File: config.mk
export PLATFORM = sky130hd
export DESIGN_NAME = hsm_ctrl
export DESIGN_NICKNAME = d
export VERILOG_FILES = /design/src/hw/rtl/hsm_pkg.sv /design/src/hw/rtl/hsm_ctrl.sv
export SDC_FILE = /design/constraint.sdc
export NUM_CORES = 1
export LEC_CHECK = 0
export BUFFER_PORTS_ARGS = -buffer_cell sky130_fd_sc_hd__buf_2
export CORE_AREA = 2 2 39 41
export CTS_CLUSTER_DIAMETER = 30
export DETAILED_ROUTE_END_ITERATION = 8
export DIE_AREA = 0 0 41 43
export SETUP_SLACK_MARGIN = 0.15
export SLEW_MARGIN = 20
export SYNTH_ARGS = -nofsm -noshare
export SYNTH_HDL_FRONTEND = slang
export SYNTH_SLANG_ARGS = --single-unit
File: constraint.sdc
create_clock -name clock -period 1.51 [get_ports clock]
set_clock_uncertainty 0.15 [all_clocks]
set_input_delay 0.0755 -clock clock [delete_from_list [all_inputs] [get_ports clock]]
set_output_delay 0.0755 -clock clock [all_outputs]
set_load 0.02 [all_outputs]
File: src/hw/rtl/hsm_pkg.sv
// Shared constants and control types for the hashed set block.
package hsm_pkg;

   localparam int KEY_W       = 32;
   localparam int KIND_W      = 2;
   localparam int BUCKETS     = 1024;
   localparam int WAYS        = 4;
   localparam int BUCKET_BITS = $clog2(BUCKETS);
   localparam int ROW_W       = WAYS * (KEY_W + 1);

   // Golden-ratio fraction (sqrt(5)-1)/2 in unsigned 0.32 fixed point
   localparam logic [KEY_W-1:0] GOLDEN_FRAC = 32'h9E37_79B9;

   // Operation codes carried in the request kind field; the spare code acts as a lookup
   localparam logic [KIND_W-1:0] KIND_INSERT = 2'd0;
   localparam logic [KIND_W-1:0] KIND_DELETE = 2'd1;
   localparam logic [KIND_W-1:0] KIND_LOOKUP = 2'd2;

   typedef struct packed {
      logic clear;   // write one zeroed row of the clearing sweep
      logic load;    // capture the request beat and its bucket
      logic read;    // issue the bucket row read
      logic commit;  // write the row back and launch the response beat
   } hsm_cmd_type;

   typedef struct packed {
      logic clear_last;  // sweep is at the final row
      logic out_busy;    // response register holds a beat that is not being taken
   } hsm_sts_type;

endpackage

File: src/hw/rtl/hsm_ctrl.sv
// Sequencer for the hashed set: clearing sweep, then load, read and commit per beat.
module hsm_ctrl import hsm_pkg::*; (
   input  logic        clock,
   input  logic        reset,
   input  logic        req_tvalid,
   output logic        req_tready,
   input  hsm_sts_type sts,
   output hsm_cmd_type cmd
);

   typedef enum logic [3:0] {
      ST_CLEAR = 4'b0001,
      ST_IDLE  = 4'b0010,
      ST_READ  = 4'b0100,
      ST_MATCH = 4'b1000
   } state_type;

   state_type state_ff, state_in;

   always_comb begin
      state_in   = state_ff;
      cmd        = '0;
      req_tready = 1'b0;
      unique case (state_ff)
         ST_CLEAR: begin
            cmd.clear = 1'b1;
            if (sts.clear_last) begin
               state_in = ST_IDLE;
            end
         end
         ST_IDLE: begin
            req_tready = 1'b1;
            if (req_tvalid) begin
               cmd.load = 1'b1;
               state_in = ST_READ;
            end
         end
         ST_READ: begin
            cmd.read = 1'b1;
            state_in = ST_MATCH;
         end
         ST_MATCH: begin
            // hold the read row until the response register is free
            if (!sts.out_busy) begin
               cmd.commit = 1'b1;
               state_in   = ST_IDLE;
            end
         end
         default: begin
            state_in = ST_CLEAR;
         end
      endcase
   end

   always_ff @(posedge clock) begin
      if (reset) begin
         state_ff <= ST_CLEAR;
      end else begin
         state_ff <= state_in;
      end
   end

endmodule

==> impl_metrics.toml <==
[run_status]
outcome = "complete, no violations"

[die]
start_util = 0.188
design.die.area_mm2 = 0.00176
die_width_um = 41
chipHeight_um = 43
core_mm2 = 0.00138
floorplan.io_pins = 10
floorplan.rows = 14

[setup_path]
critical_path.endpoint_type = "primary output"
critical_path.max_fanout = 4
worstSetupPathType = "register to primary output"
cp_cell_sequence = "nor4b_4 > and2_4 > buf_6"
critical-path-slowest-cell = "dfxtp_4"
crit_path_start_kind = "register"
crit_buf_inv = 1
timing.critical_path.arrival_ns = 1.24
required_ns = 1.28
largest_stage_delay_worst_path_ns = 0.35
crit_family = "simple AND/OR/NAND/NOR gates"

[sta]
rsz0062_at_grt = "true"
timing.setup.tns_ns = 0
max_freq_mhz = 680
max-slew-margin-rel = 0.770
post-route-period-util = 0.973
timing.hold.ws_ns = 0.0232
worst_slew_pin_slew_ns = 0.344
setup-violations-final = 0
setup_ws_ns = 0.0402
final.min_clock_period_ns = 1.47
final-hold-violation-count = 0
final-max-slew-violation-count = 0

[place]
detailedPlacementHpwl_um = 432
gpl.final_weighted_congestion = 0.765
preCtsSetupSlack_ns = 0.162
buffer_ports.inserted = 9
dpl-instance-area_um2 = 302

[min_path]
hold_class = "input port to register"

[detailed_routing]
drtPass1Iterations = 2
drt_iter0_markers = 1
detail_route.wirelength_um = 773
drt.antenna.violating_nets = 0
num_vias = 282
detail_route.drc_violations = 0
detail_route.wl_per_cell_um = 12.5
vias_per_cell = 4.55

[power]
total_switching_power_uw = 88.0
comb_power_share = 0.211
p_leak_uw = 0.000208
clockPowerShare = 0.435
part_of_the_total_power_dissipated_in_sequential_elements = 0.354
worst_ir_drop_vdd_mv = 0.187
swShare = 0.268
power_report.internal_total_uw = 240
power-per-cell-area_mw_per_mm2 = 682
power.total_uw = 328

[grt]
grt_pass1_wl_um = 1080
maximum_number_of_pins_on_one_net_before_global_route_repair = 9
globalRouteTotalUtil = 0.0973
globalRouteOverflowTotal = 0
grt_pass1_vias = 280
grt_antenna_before_repair = 0

[cells_and_area]
p_r_area_growth_vs_syn_pct = 84.6
nets = 53
diodes = 0
regMostFlops = "state_ff"
final_design_instance_area_without_fill_um2 = 480
reg.largest.list = "state_ff x4"
fraction_of_layout_cells_with_a_size_suffix_above_1 = 0.674
largest_register_ff_count = 4

[clock_tree]
clkLatencyLatePin_ns = 0.25
clock_transition_at_the_registers_of_the_reported_paths_ns = 0.04
number_of_buffers_created_by_cts = 3
count_of_clock_tree_sinks = 4
longest_clk_path_bufs = 2
cts_max_level = 1
tritoncts = "built"
clockRootBuffer = "clkbuf_4"

[logic_synthesis]
synth.top_cell.area_share = 0.308
post_syn_area_um2 = 260
synth.net_count = 33
synth_cell_types = 21
synthArstFlopShare = 0
synth_common_cells = "dfxtp_1, nand2_1, nand2b_1, nand3b_1, nor3_1"
synth-edff-count = 0
post-synth-top-count-cell = "dfxtp_1"
synth_ff_type = "dfxtp_1"
post-synth-top-area-cell = "dfxtp_1"
yosys-top-cells-area = "dfxtp_1, nor4b_4, nand3b_1"
number_of_warning_messages_in_the_yosys_log = 0
yosys_register_bits = 4
syn-mean-instance-area_um2 = 9.29
yosysSeqAreaShare = 0.308
synthesis.instances = 28

[job]
drv.max_cap_violation_count = 0
## repair_timing
action | CTS | global route
resized for setup | 12 | 10
hold endpoints to repair | 2 | 0
hold buffers | 2 | 0
buffers inserted | 5 | 2
endpoints found under the setup margin | 5 | 7
pin swaps | 3 | 5
## worst reg2reg max path, delay by kind of cell (launching register included)
kind	cells	cell delay, ns
DFF	1	0.35
buffers and inverters	1	0.17
AOI/OAI and AO/OA	1	0.36
and+or+nand+nor	1	0.15
## power groups by stage
stage | combinational (uW) | clock (uW) | sequential, uW
2_1_floorplan | 29.5 | 0 | 115
3_3_place_gp | 36.3 | 0 | 121
3_5_place_dp | 36.4 | 0 | 122
4_1_cts | 54.9 | 148 | 116
5_1_grt | 74.1 | 151 | 117
6_report | 69.2 | 143 | 116
## through the flow
| stage | std cells | utilization |
|---|---|---|
| final | 62 | 0.347 |
| after global routing | 62 | 0.347 |
| after CTS | 60 | 0.301 |
| after detailed placement | 50 | 0.218 |
| after global placement | 50 | 0.218 |
| after floorplan | 28 | - |
## kinds of logic (layout without fill, tap and decap cells)
kind of cell    after synthesis  count (layout)  synth area share
simple gates                 14              14             0.399
compound gates                6               6             0.188
flops                         4               4             0.308
buf+inv                       4              22             0.106
## routing by layer
metal,share of wire,GRT usage,routed length (um),vias up
li1,-,-,-,139
met1,0.42,0.106,326,133
met2,0.53,0.134,409,6
met3,0.014,0.0314,11,4
met4,0.031,0.100,24,0
met5,0,0,0,-
## layout by cell type, fill, tap and decap left out
master         n
buf_4          8
buf_2          5
dfxtp_4        4
clkbuf_4       3
buf_6          3
nand2b_4       2
nor4b_4        2
nand3b_1       2
nand2_1        2
dlygate4sd3_1  2
nor3_2         1
nor4_2         1
and2_4         1
inv_1          1
o21a_1         1
a311oi_2       1
o21bai_1       1
and2b_1        1
a2111oi_1      1
o22ai_1        1
nor3_1         1
nor2_1         1
a22o_1         1
## final timing paths
kind | start | endpoint | slack (ns) | cells after the start
hold reg to reg | state_ff[1] | state_ff[3] | 0.37 | 1
setup reg to reg | state_ff[2] | state_ff[3] | 0.20 | 3
hold / removal | req_tvalid | state_ff[1] | 0.02 | 3
setup / recovery | state_ff[2] | cmd[2] | 0.04 | 3
## layout make-up
type,count,area [um^2]
clock buffers,3,22.5
repair buffers,18,139
fillers,148,903
multi-input cells,20,200
flip-flops and latches,4,95.1
inverters,1,3.75
well taps,16,20.0
Note: power is estimated with default switching activity, not from simulation.
